`config.mk`:
```
export PLATFORM = sky130hd
export DESIGN_NAME = rhhs_ram
export DESIGN_NICKNAME = d
export VERILOG_FILES = /design/src/rtl/rhhs_ram.sv
export SDC_FILE = /design/constraint.sdc
export NUM_CORES = 1
export LEC_CHECK = 0
export ABC_AREA = 1
export BUFFER_PORTS_ARGS = -buffer_cell sky130_fd_sc_hd__buf_2
export CORE_MARGIN = 2
export CORE_UTILIZATION = 50
export CTS_CLUSTER_DIAMETER = 60
export DETAILED_ROUTE_END_ITERATION = 16
export HOLD_SLACK_MARGIN = 0.05
export PLACE_DENSITY = 0.7
export SLEW_MARGIN = 15
export SYNTH_ARGS = -nofsm -noshare
export SYNTH_HDL_FRONTEND = slang
export SYNTH_SLANG_ARGS = --single-unit
```
`constraint.sdc`:
```
create_clock -name clk -period 1.2 [get_ports clk]
set_clock_uncertainty 0.15 [all_clocks]
set_input_delay 0.06 -clock clk [delete_from_list [all_inputs] [get_ports clk]]
set_output_delay 0.06 -clock clk [all_outputs]
set_load 0.05 [all_outputs]
```
`src/rtl/rhhs_ram.sv`:
```
// ----------------------------------------------------------------------------
// rhhs_ram
// simple dual-port ram, one write and one registered read port
// ----------------------------------------------------------------------------
`default_nettype none

module rhhs_ram #(
  parameter int WIDTH = 8,
  parameter int DEPTH = 16
) (
  input  wire logic                     clk,
  input  wire logic                     we,
  input  wire logic [$clog2(DEPTH)-1:0] waddr,
  input  wire logic [WIDTH-1:0]         wdata,
  input  wire logic [$clog2(DEPTH)-1:0] raddr,
  output logic      [WIDTH-1:0]         rdata
);

  logic [WIDTH-1:0] mem [DEPTH];

  always_ff @(posedge clk) begin
    if (we) begin
      mem[waddr] <= wdata;
    end
    rdata <= mem[raddr];
  end

endmodule

`default_nettype wire

```
* Yosys cells after proc, flatten, opt, wreduce, memory -nomap -nowiden
Memories as Yosys holds them, arrays and structs flattened. A register that Yosys moved wholly into a read port is not among the register bits. Index checks and enable logic that the tools add are counted.
Storage, ports and cells: output and inout bits 8, word-level logic and storage cells 3, memories 1, memory bits (writable) 128, register bits 0
Operators by class: multiplexer cells 2
Memory list:
- mem | depth 16, bits a word 8, rd ports 1, clocked after Yosys merged registers in 1, wr ports 1, line 19 | logic [WIDTH-1:0] mem [DEPTH];
Operators by type and width (count):
- $mux W1 | 2

* Logic depth before layout (Yosys ltp)
Gate-level depths: netlist of run 1.
word-level depth 2, gate-level depth with buffers 8, mapped depth without buffers 7

* Least setup slack after synthesis of run 1
OpenSTA, ideal clock, no wires.
path type input to register, from input port waddr[3], to memory mem[4][0], enable pin, cell stages on the path 2, buffers on the path 0, data required time 0.680 ns, library setup time 0.370 ns, slack 0.039 ns, arrival 0.641 ns, path through nand3b_1 nor2_1
RTL lines:
- start, declared | line 13 | input wire logic [$clog2(DEPTH)-1:0] waddr,
- end, declared | line 19
No word-level cell before the write port.

* Final worst setup path of run 1
from register rdata[3], read port of mem, to output port rdata[3]
RTL lines:
- start, declared | line 16 | output logic [WIDTH-1:0] rdata
No word-level cell between the ends.

==> impl_metrics.yaml, run 1 <==
outcome:
  status: "finished clean"
yosys:
  synth_top_family_by_area: "simple AND/OR/NAND/NOR gates"
  synthXorXnorAreaFrac: 0
  post_synthesis_sequential_area_ratio: 0.694
  synth.lib_cells_used.distinct: 12
  synthesis.area_sq_mm: 0.00577
  post-synth-top-area-cell: "edfxtp_1"
  ys_ff_latch: 136
  synth_nets: 569
  post_synth_fa_ha_maj_area_fraction: 0
  yosys.area_share.simple: 0.210
  synth.top_cells.by_area: "edfxtp_1, nand2_1, nand3_1"
  synthesis.area_per_instance_sq_um: 10.5
  synth_cells: 551
  synthMuxAreaShare: 0
  portion_of_synthesized_cell_area_occupied_by_the_leading_cell_type: 0.667
  synth_compound_gate_area_share: 0
  synthesis.yosys.warnings: 0
clocking:
  clock-root-buffer: "clkbuf_16"
  numClockSinks: 136
  clock_tree.htree_level_count: 4
  cts.path.max_buffers: 2
  cts_inserted_buffers: 17
  cts_tree: "built"
  cts.reportedPaths.clkPinSlew_ps: 60
  clk_latency_ps: 420
layout:
  final_design_area_no_fill_sq_mm: 0.00698
  layoutNonFillerInstCount: 768
  num-nets-final: 630
  layout-drive-gt1-share: 0.152
  fillCellCount: 888
  antennaDiodeCount: 0
  layout-area-overhead-vs-synth_pct: 21.0
power_and_ir_drop:
  irDropWorstVdd_v: 0.00141
  power.density_cell_area_mw_per_mm2: 1690
  static-leakage-power_uw: 0.00305
floorplanning:
  effective_utilization_at_floorplan: 0.509
  die_w_um: 111
  core.rowCount: 39
  io_pins: 26
  fp.dieArea_sq_mm: 0.0124
  die_ht_um: 111
  core_area_sq_mm: 0.0113
job:
  maxCapViolCount: 0
route:
  drtPass1Iterations: 5
  detail_route.vias_per_cell: 5.18
  route.detailed.drc: 0
  drt_first_iter_violations: 317
  routedWlPerCell_um: 17.3
  wire_length_reported_by_the_detailed_router_mm: 13.3
  ant_nets: 0
  route.vias.total: 3980
timing:
  fin_crit_sh: 0.984
  finalSetupViolCount: 0
  hold_viol_final: 0
  max_slew_margin: 0.723
  rsz_0062_raised_after_global_routing: "false"
  tightestPinTransition_ps: 415
  total_count_of_max_transition_violations_in_the_final_report: 0
  holdWs_ps: 103
  setup_slack_ps: 19.7
  max_freq_mhz: 847
  post-route-min-period_ps: 1180
global_route:
  grt_pass1_wl_mm: 20.6
  grt_max_degree: 29
  first_global_vias: 3846
  grt_overflow: 0
  antenna_found_initial: 0
  grt_util_all_layers: 0.224
placement:
  dpl_worst_slack_ps: -86.8
  dp_hpwl_mm: 8.25
  detailed_place.area_sq_mm: 0.00619
  gp_congestion: 0.825
  post-place-cells: 726
  port_buffers: 25
setup_path:
  timing.setup.critical_path_class: "register to primary output"
  crit_path_start_kind: "register"
  critical_path.cell_chain: "buf_4"
  timing.critical_path.fanout_max: 1
  critical_path.max_stage_delay_ps: 350
  critical_path_buf_inv_count: 1
  critical_path_required_ps: 990
  critical_path.top_delay_family: "flip-flops"
  cpMaxStageDelayCell: "dfxtp_1"
  critical_path_arrival_ps: 970
  worst_setup_path_end_kind: "primary output"
min_path:
  holdCritPathClass: "input port to register"
## per-layer routing
layer	share of wire	up-vias	GRT usage
li1	-	1896	-
met1	0.41	1899	0.290
met2	0.49	149	0.360
met3	0.062	36	0.0419
met4	0.037	0	0.123
met5	0	-	0
## placed cells by master (no fill, tap or decap)
| cell | instances |
|---|---|
| buf_12 | 4 |
| buf_2 | 18 |
| buf_4 | 31 |
| buf_6 | 2 |
| bufinv_16 | 5 |
| clkbuf_1 | 2 |
| clkbuf_16 | 17 |
| clkbuf_4 | 1 |
| clkinv_2 | 3 |
| clkinv_4 | 1 |
| clkinvlp_4 | 4 |
| dfxtp_1 | 6 |
| dfxtp_2 | 2 |
| dlygate4sd3_1 | 10 |
| edfxtp_1 | 128 |
| inv_1 | 100 |
| inv_2 | 2 |
| nand2_1 | 173 |
| nand3_1 | 92 |
| nand3_2 | 5 |
| nand3b_1 | 2 |
| nor2_1 | 17 |
## registers in the layout, summed over array words and instances, names as in the netlist
register  count
mem         128
rdata         8
## power by group
| part | total, uW | switching (uW) | internal, uW |
|---|---|---|---|
| clock | 5590 | 1920 | 3670 |
| combinational | 850 | 581 | 269 |
| sequential | 5350 | 40.7 | 5310 |
| total | 11800 | 2540 | 9250 |
## tightest hold or removal path, cell delays in order
cell	delay, ps
buf_2	130
buf_4	200
nand2_1	70
nand3_1	70
nand3_1	60
nand2_1	50
## cells in the mapped netlist
master / count
buf_2: 13
inv_1: 100
inv_2: 2
nand2_1: 173
buf_4: 4
buf_6: 6
edfxtp_1: 128
nor2_1: 17
buf_1: 1
nand3_1: 97
dfxtp_1: 8
nand3b_1: 2
## through the flow
step	total power, uW	setup TNS, ps	util
after floorplan	5920	0	-
after global placement	6210	-272	0.547
after detailed placement	6240	-1090	0.547
after CTS	11800	0	0.614
after global routing	12100	0	0.616
final	11800	0	0.616
## path summary, 6_finish.rpt
check / from / to / slack [ps] / cells past startpoint
max: rdata[3]$_DFF_P_ / rdata[3] / 20 / 1
min: raddr[1] / rdata[6]$_DFF_P_ / 100 / 6
max reg2reg: mem[1][2]$_DFFE_PP_ / rdata[2]$_DFF_P_ / 40 / 6
min reg2reg: mem[15][6]$_DFFE_PP_ / rdata[6]$_DFF_P_ / 520 / 6
## kinds of logic (layout without fill, tap and decap cells)
family | Yosys count | in the layout
DFF | 136 | 136
buffers and inverters | 126 | 200
and+or+nand+nor | 289 | 289
## final cells by class
type / instances / area [sq um] / area share
sequential: 136 / 4010 / 0.574
multi-input combinational: 289 / 1240 / 0.178
timing repair buffer: 66 / 533 / 0.0764
clock buffer: 19 / 433 / 0.0621
inverter: 102 / 383 / 0.0549
clock inverter: 13 / 204 / 0.0292
tap: 143 / 179 / 0.0256
## what timing repair did
| action | 4_1_cts | 5_1_grt |
|---|---|---|
| buffers inserted | 0 | 0 |
| hold buffers | 10 | 0 |
| hold endpoints to repair | 136 | 0 |
| resized for setup | 9 | 7 |
| setup endpoints to repair | 6 | 7 |
(Power assumes the default switching activity.)
==> run 2, diff against run 1 <==
--- a/config.mk
+++ b/config.mk
@@ -7,7 +7,7 @@
 export LEC_CHECK = 0
 export ABC_AREA = 1
 export BUFFER_PORTS_ARGS = -buffer_cell sky130_fd_sc_hd__buf_2
-export CORE_MARGIN = 2
+export CORE_MARGIN = 8
 export CORE_UTILIZATION = 50
 export CTS_CLUSTER_DIAMETER = 60
 export DETAILED_ROUTE_END_ITERATION = 16
==> constraint.sdc (replaced) <==
create_clock -name clk -period 1.2 [get_ports clk]
set_clock_uncertainty 0.15 [all_clocks]
set_input_delay 0.06 -clock clk [delete_from_list [all_inputs] [get_ports clk]]
set_output_delay 0.06 -clock clk [all_outputs]
set_load 0.1 [all_outputs]
==> run 2 against run 1 <==
  * Utilization increased by 1.2 points
  * Non-clock buffer count is 2 higher
  * Final cell count up 0.26%
  * Register-to-register slack improved by 20 ps
  * Clock-buffer cell count rose by 1
  * Largest cell class unchanged
  * Critical path type unchanged
  * Worst setup slack gained 8.8 ps
  * Worst hold slack got worse by 66 ps
  * Die area is 23% higher
  * Global-route usage fell by 4.0 points
==> impl_metrics.yaml, run 2 (synthesis gave the netlist of run 1 again) <==
clocking:
  clock_tree.htree_level_count: 4
  cts.reportedPaths.clkPinSlew_ps: 50
  cts_tree: "built"
  cts.path.max_buffers: 2
  cts_inserted_buffers: 17
  clk_latency_ps: 420
  numClockSinks: 136
  clock-root-buffer: "clkbuf_16"
route:
  wire_length_reported_by_the_detailed_router_mm: 13.1
  ant_nets: 0
  detail_route.vias_per_cell: 5.20
  route.vias.total: 4001
  route.detailed.drc: 0
  drt_first_iter_violations: 413
  drtPass1Iterations: 5
  routedWlPerCell_um: 17.0
global_route:
  grt_pass1_wl_mm: 20.5
  antenna_found_initial: 0
  grt_overflow: 0
  grt_util_all_layers: 0.184
  grt_max_degree: 61
  first_global_vias: 3927
setup_path:
  critical_path.max_stage_delay_ps: 370
  cpMaxStageDelayCell: "dfxtp_4"
  critical_path_buf_inv_count: 1
  worst-r2r-cell-count: 6
  crit_path_start_kind: "register"
  reg2reg_from: "mem[5][4]$_DFFE_PP_"
  timing.critical_path.fanout_max: 1
  worst_setup_path_end_kind: "primary output"
  reg2reg_setup_slack_ps: 60
  critical_path.top_delay_family: "flip-flops"
  critical_path.cell_chain: "buf_12"
  reg2reg_to: "rdata[4]$_DFF_P_"
  timing.setup.critical_path_class: "register to primary output"
  critical_path_arrival_ps: 960
  critical_path_required_ps: 990
layout:
  layout-drive-gt1-share: 0.159
  antennaDiodeCount: 0
  registers.top_by_ff_count: "mem"
  layout-area-overhead-vs-synth_pct: 23.3
  layout_commonest_cell: "nand2_1"
  number_of_flip_flops_in_the_largest_register: 128
  largest_registers: "mem x128, rdata x8"
  num-nets-final: 632
  layout.cells.most_common_list: "nand2_1, edfxtp_1, inv_1"
  final_design_area_no_fill_sq_mm: 0.00711
timing:
  fin_crit_sh: 0.976
  rsz_0062_raised_after_global_routing: "false"
  hold_viol_final: 0
  tightestPinTransition_ps: 384
  max_freq_mhz: 854
  finalSetupViolCount: 0
  post-route-min-period_ps: 1170
  total_count_of_max_transition_violations_in_the_final_report: 0
  max_slew_margin: 0.744
  holdWs_ps: 36.8
placement:
  gp_congestion: 0.871
  port_buffers: 25
  detailed_place.area_sq_mm: 0.00633
  dp_hpwl_mm: 8.00
floorplanning:
  core_area_sq_mm: 0.0113
  io_pins: 26
  fp.dieArea_sq_mm: 0.0152
  die_ht_um: 123
  die_w_um: 123
  effective_utilization_at_floorplan: 0.509
  core.rowCount: 39
min_path:
  min_delay_worst_endpoint: "rdata[3]$_DFF_P_"
  holdCritStartpoint: "raddr[1]"
  holdCritPathClass: "input port to register"
  hold_depth: 5
outcome:
  status: "finished clean"
power_and_ir_drop:
  static-leakage-power_uw: 0.00311
  total_power_uw: 11900
  irDropWorstVdd_v: 0.000913
  power.density_cell_area_mw_per_mm2: 1670
job:
  maxCapViolCount: 0
## run 2: changes by cell type in the layout (fill, tap and decap cells not counted), moves of 2 or more
cell / previous run / this run
nand3_2: 5 / 7
buf_12: 4 / 13
buf_4: 31 / 27
buf_6: 2 / 0
clkinvlp_4: 4 / 2
clkbuf_8: 0 / 2
nand3_1: 92 / 90
## run 2: worst max path at each step
stage	cells after the start	endpoint	start	slack, ps
6_report	1	rdata[3]	rdata[3]$_DFF_P_	30
4_1_cts	1	rdata[1]	rdata[1]$_DFF_P_	1
2_1_floorplan	2	mem[4][0]$_DFFE_PP_	waddr[3]	40
3_3_place_gp	8	rdata[7]$_DFF_P_	raddr[0]	-110
3_5_place_dp	8	rdata[7]$_DFF_P_	raddr[0]	-120
5_1_grt	6	rdata[3]$_DFF_P_	mem[15][3]$_DFFE_PP_	4
## run 2: power by group
part / internal [uW] / switching (uW) / total, uW / leakage, uW
combinational: 352 / 696 / 1050 / 0.00157
sequential: 5310 / 49.7 / 5360 / 0.00122
clock: 3580 / 1890 / 5470 / 0.000308
## run 2: stage by stage
stage                      util  setup TNS (ps)  instances  setup slack [ps]
after detailed placement  0.559           -1150        727              -118
after floorplan               -               0        551              39.2
after global routing      0.628               0        770              3.86
final                     0.628               0        770              28.4
after CTS                 0.625               0        770              1.10
after global placement    0.559            -358        727              -108
## run 2: cell type report
| cell class | instances | area [sq um] |
|---|---|---|
| clock inverters | 12 | 173 |
| clock buffers | 20 | 457 |
| inverters | 102 | 387 |
| well taps | 143 | 179 |
| multi-input cells | 289 | 1250 |
| repair buffers | 68 | 658 |
| flip-flops and latches | 136 | 4010 |
| fillers | 881 | 4210 |
## run 2: routing by layer
metal,track usage,wire length (um),vias up
met4,0.0865,400,0
li1,-,-,1898
met5,0,0,-
met1,0.224,5310,1922
met3,0.0479,867,25
met2,0.302,6530,156
## run 2: timing repair
item / in CTS / in global routing
resized for setup: 3 / 9
pin swaps: 0 / 1
endpoints found under the hold margin: 136 / 0
hold buffers: 11 / 0
setup endpoints to repair: 2 / 5
gates cloned: 0 / 0
setup buffers: 0 / 0
==> run 3, diff against run 2 <==
--- a/config.mk
+++ b/config.mk
@@ -12,7 +12,7 @@
 export CTS_CLUSTER_DIAMETER = 60
 export DETAILED_ROUTE_END_ITERATION = 16
 export HOLD_SLACK_MARGIN = 0.05
-export PLACE_DENSITY = 0.7
+export PLACE_DENSITY = 0.74
 export SLEW_MARGIN = 15
 export SYNTH_ARGS = -nofsm -noshare
 export SYNTH_HDL_FRONTEND = slang
==> run 3 against run 2 <==
  * Worst setup slack got worse by 0.84 ps
  * Highest routed layer unchanged
  * Largest power group is now registers
  * Non-clock buffer count decreased by 6
  * Largest cell class unchanged
  * Fmax about the same
  * Die area unchanged
  * First-iteration DRC count increased by 18%
  * Clock power decreased by 5.7%
==> impl_metrics.yaml, run 3 (synthesis gave the netlist of run 1 again) <==
min_path:
  holdCritStartpoint: "raddr[1]"
  holdCritPathClass: "input port to register"
floorplanning:
  core_area_sq_mm: 0.0113
  fp.dieArea_sq_mm: 0.0152
  core.rowCount: 39
  effective_utilization_at_floorplan: 0.509
  io_pins: 26
  die_w_um: 123
  die_ht_um: 123
layout:
  num-nets-final: 626
  registers.top_by_ff_count: "mem"
  layout-area-overhead-vs-synth_pct: 21.8
  layout.cells.most_common_list: "nand2_1, edfxtp_1, inv_1"
  number_of_flip_flops_in_the_largest_register: 128
  largest_registers: "mem x128, rdata x8"
  layout-drive-gt1-share: 0.147
  antennaDiodeCount: 0
  fillCellCount: 867
  layout_commonest_cell: "nand2_1"
setup_path:
  critical_path_arrival_ps: 960
  reg2reg_setup_slack_ps: 60
  cpMaxStageDelayCell: "dfxtp_2"
  reg2reg_from: "mem[9][2]$_DFFE_PP_"
  worstSetupPathDepth: 1
  critical_path.cell_chain: "buf_12"
  critical_path.top_delay_family: "flip-flops"
  worst_setup_path_end_kind: "primary output"
  critical_path.max_stage_delay_ps: 370
  critical_path_buf_inv_count: 1
  timing.setup.critical_path_class: "register to primary output"
  critPathLaunch: "rdata[7]$_DFF_P_"
  worst-r2r-cell-count: 6
  critical_path_required_ps: 990
  timing.critical_path.fanout_max: 1
  reg2reg_to: "rdata[2]$_DFF_P_"
  crit_path_start_kind: "register"
  endpoint: "rdata[7]"
timing:
  total_count_of_max_transition_violations_in_the_final_report: 0
  rsz_0062_raised_after_global_routing: "false"
  finalSetupViolCount: 0
  holdWs_ps: 118
  tightestPinTransition_ps: 373
  post-route-min-period_ps: 1170
  max_freq_mhz: 853
  fin_crit_sh: 0.977
  timing.setup.tns_ps: 0
  hold_viol_final: 0
  max_slew_margin: 0.751
  setup_slack_ps: 27.6
placement:
  dp_hpwl_mm: 8.00
  port_buffers: 25
  dpl_worst_slack_ps: -38.5
  gp_congestion: 0.850
power_and_ir_drop:
  power.density_cell_area_mw_per_mm2: 1650
  net-switching-power_uw: 2660
  share_seq_of_total_power: 0.464
  switching_share: 0.230
  comb_power_share: 0.090
  clockPowerShare: 0.446
  static-leakage-power_uw: 0.00306
  irDropWorstVdd_v: 0.00114
  internal_power_uw: 8900
clocking:
  postCtsSetupRepairBufs: 0
  cts_inserted_buffers: 17
  clock_tree.htree_level_count: 4
  clock-root-buffer: "clkbuf_16"
  cts_tree: "built"
  numClockSinks: 136
  cts.path.max_buffers: 2
  cts.reportedPaths.clkPinSlew_ps: 50
  clk_latency_ps: 410
job:
  maxCapViolCount: 0
route:
  routedWlPerCell_um: 17.4
  drt_first_iter_violations: 487
  route.vias.total: 4055
  wire_length_reported_by_the_detailed_router_mm: 13.3
  detail_route.vias_per_cell: 5.31
  route.detailed.drc: 0
  drtPass1Iterations: 5
  ant_nets: 0
global_route:
  grt_pass1_wl_mm: 20.8
  grt_overflow: 0
  grt_util_all_layers: 0.185
  grt_max_degree: 65
  antenna_found_initial: 0
  first_global_vias: 4063
outcome:
  status: "finished clean"
## run 3: changes by cell type in the layout (fill, tap and decap cells not counted), sizes merged
cell	before	now
buf	57	52
bufinv	4	3
clkbuf	20	18
clkinv	6	7
clkinvlp	2	4
dlygate4sd3	11	10
## run 3: metal layers
layer | wire length, um | GRT usage | up-vias
met5 | 0 | 0 | -
met3 | 1220 | 0.0388 | 34
met4 | 350 | 0.0805 | 0
met2 | 6870 | 0.316 | 218
met1 | 4830 | 0.221 | 1916
li1 | - | - | 1887
## run 3: power by group through the flow
stage / clock (uW) / sequential (uW) / combinational (uW)
6_report: 5160 / 5370 / 1040
5_1_grt: 5370 / 5370 / 1110
4_1_cts: 5190 / 5370 / 1030
3_5_place_dp: 0 / 5460 / 994
3_3_place_gp: 0 / 5460 / 973
2_1_floorplan: 0 / 5660 / 375
## run 3: how the worst min path moves through the flow
stage	to	depth (start not counted)
6_report	rdata[7]$_DFF_P_	6
5_1_grt	mem[2][1]$_DFFE_PP_	4
4_1_cts	rdata[6]$_DFF_P_	6
3_5_place_dp	mem[2][4]$_DFFE_PP_	1
3_3_place_gp	mem[5][2]$_DFFE_PP_	1
2_1_floorplan	mem[0][0]$_DFFE_PP_	0
## run 3: worst min-delay path, cell delays in order
cell	delay (ps)
buf_2	120
buf_12	160
nand2_1	80
nand3_1	70
nand3_2	80
nand2_1	40
## run 3: final cells by class
class / count / area [sq um] / area share
Clock buffer: 18 / 429 / 0.0611
Clock inverter: 14 / 158 / 0.0224
Inverter: 102 / 383 / 0.0545
Multi-Input combinational cell: 289 / 1230 / 0.176
Sequential cell: 136 / 4010 / 0.570
Tap cell: 143 / 179 / 0.0255
Timing Repair Buffer: 62 / 636 / 0.0905
## run 3: stage by stage
stage / total power (uW) / utilization / area, sq um / cells
6_report: 11600 / 0.621 / 7030 / 764
5_1_grt: 11900 / 0.621 / 7030 / 764
4_1_cts: 11600 / 0.619 / 7010 / 764
3_5_place_dp: 6460 / 0.558 / 6310 / 722
3_3_place_gp: 6430 / 0.558 / 6310 / 722
2_1_floorplan: 6030 / - / 5770 / 551
## run 3: timing repair
action	CTS	global route
pin swaps	0	2
hold buffers	10	0
hold endpoints to repair	136	0
endpoints found under the setup margin	3	4
gates resized for setup	3	4
gates cloned	0	0
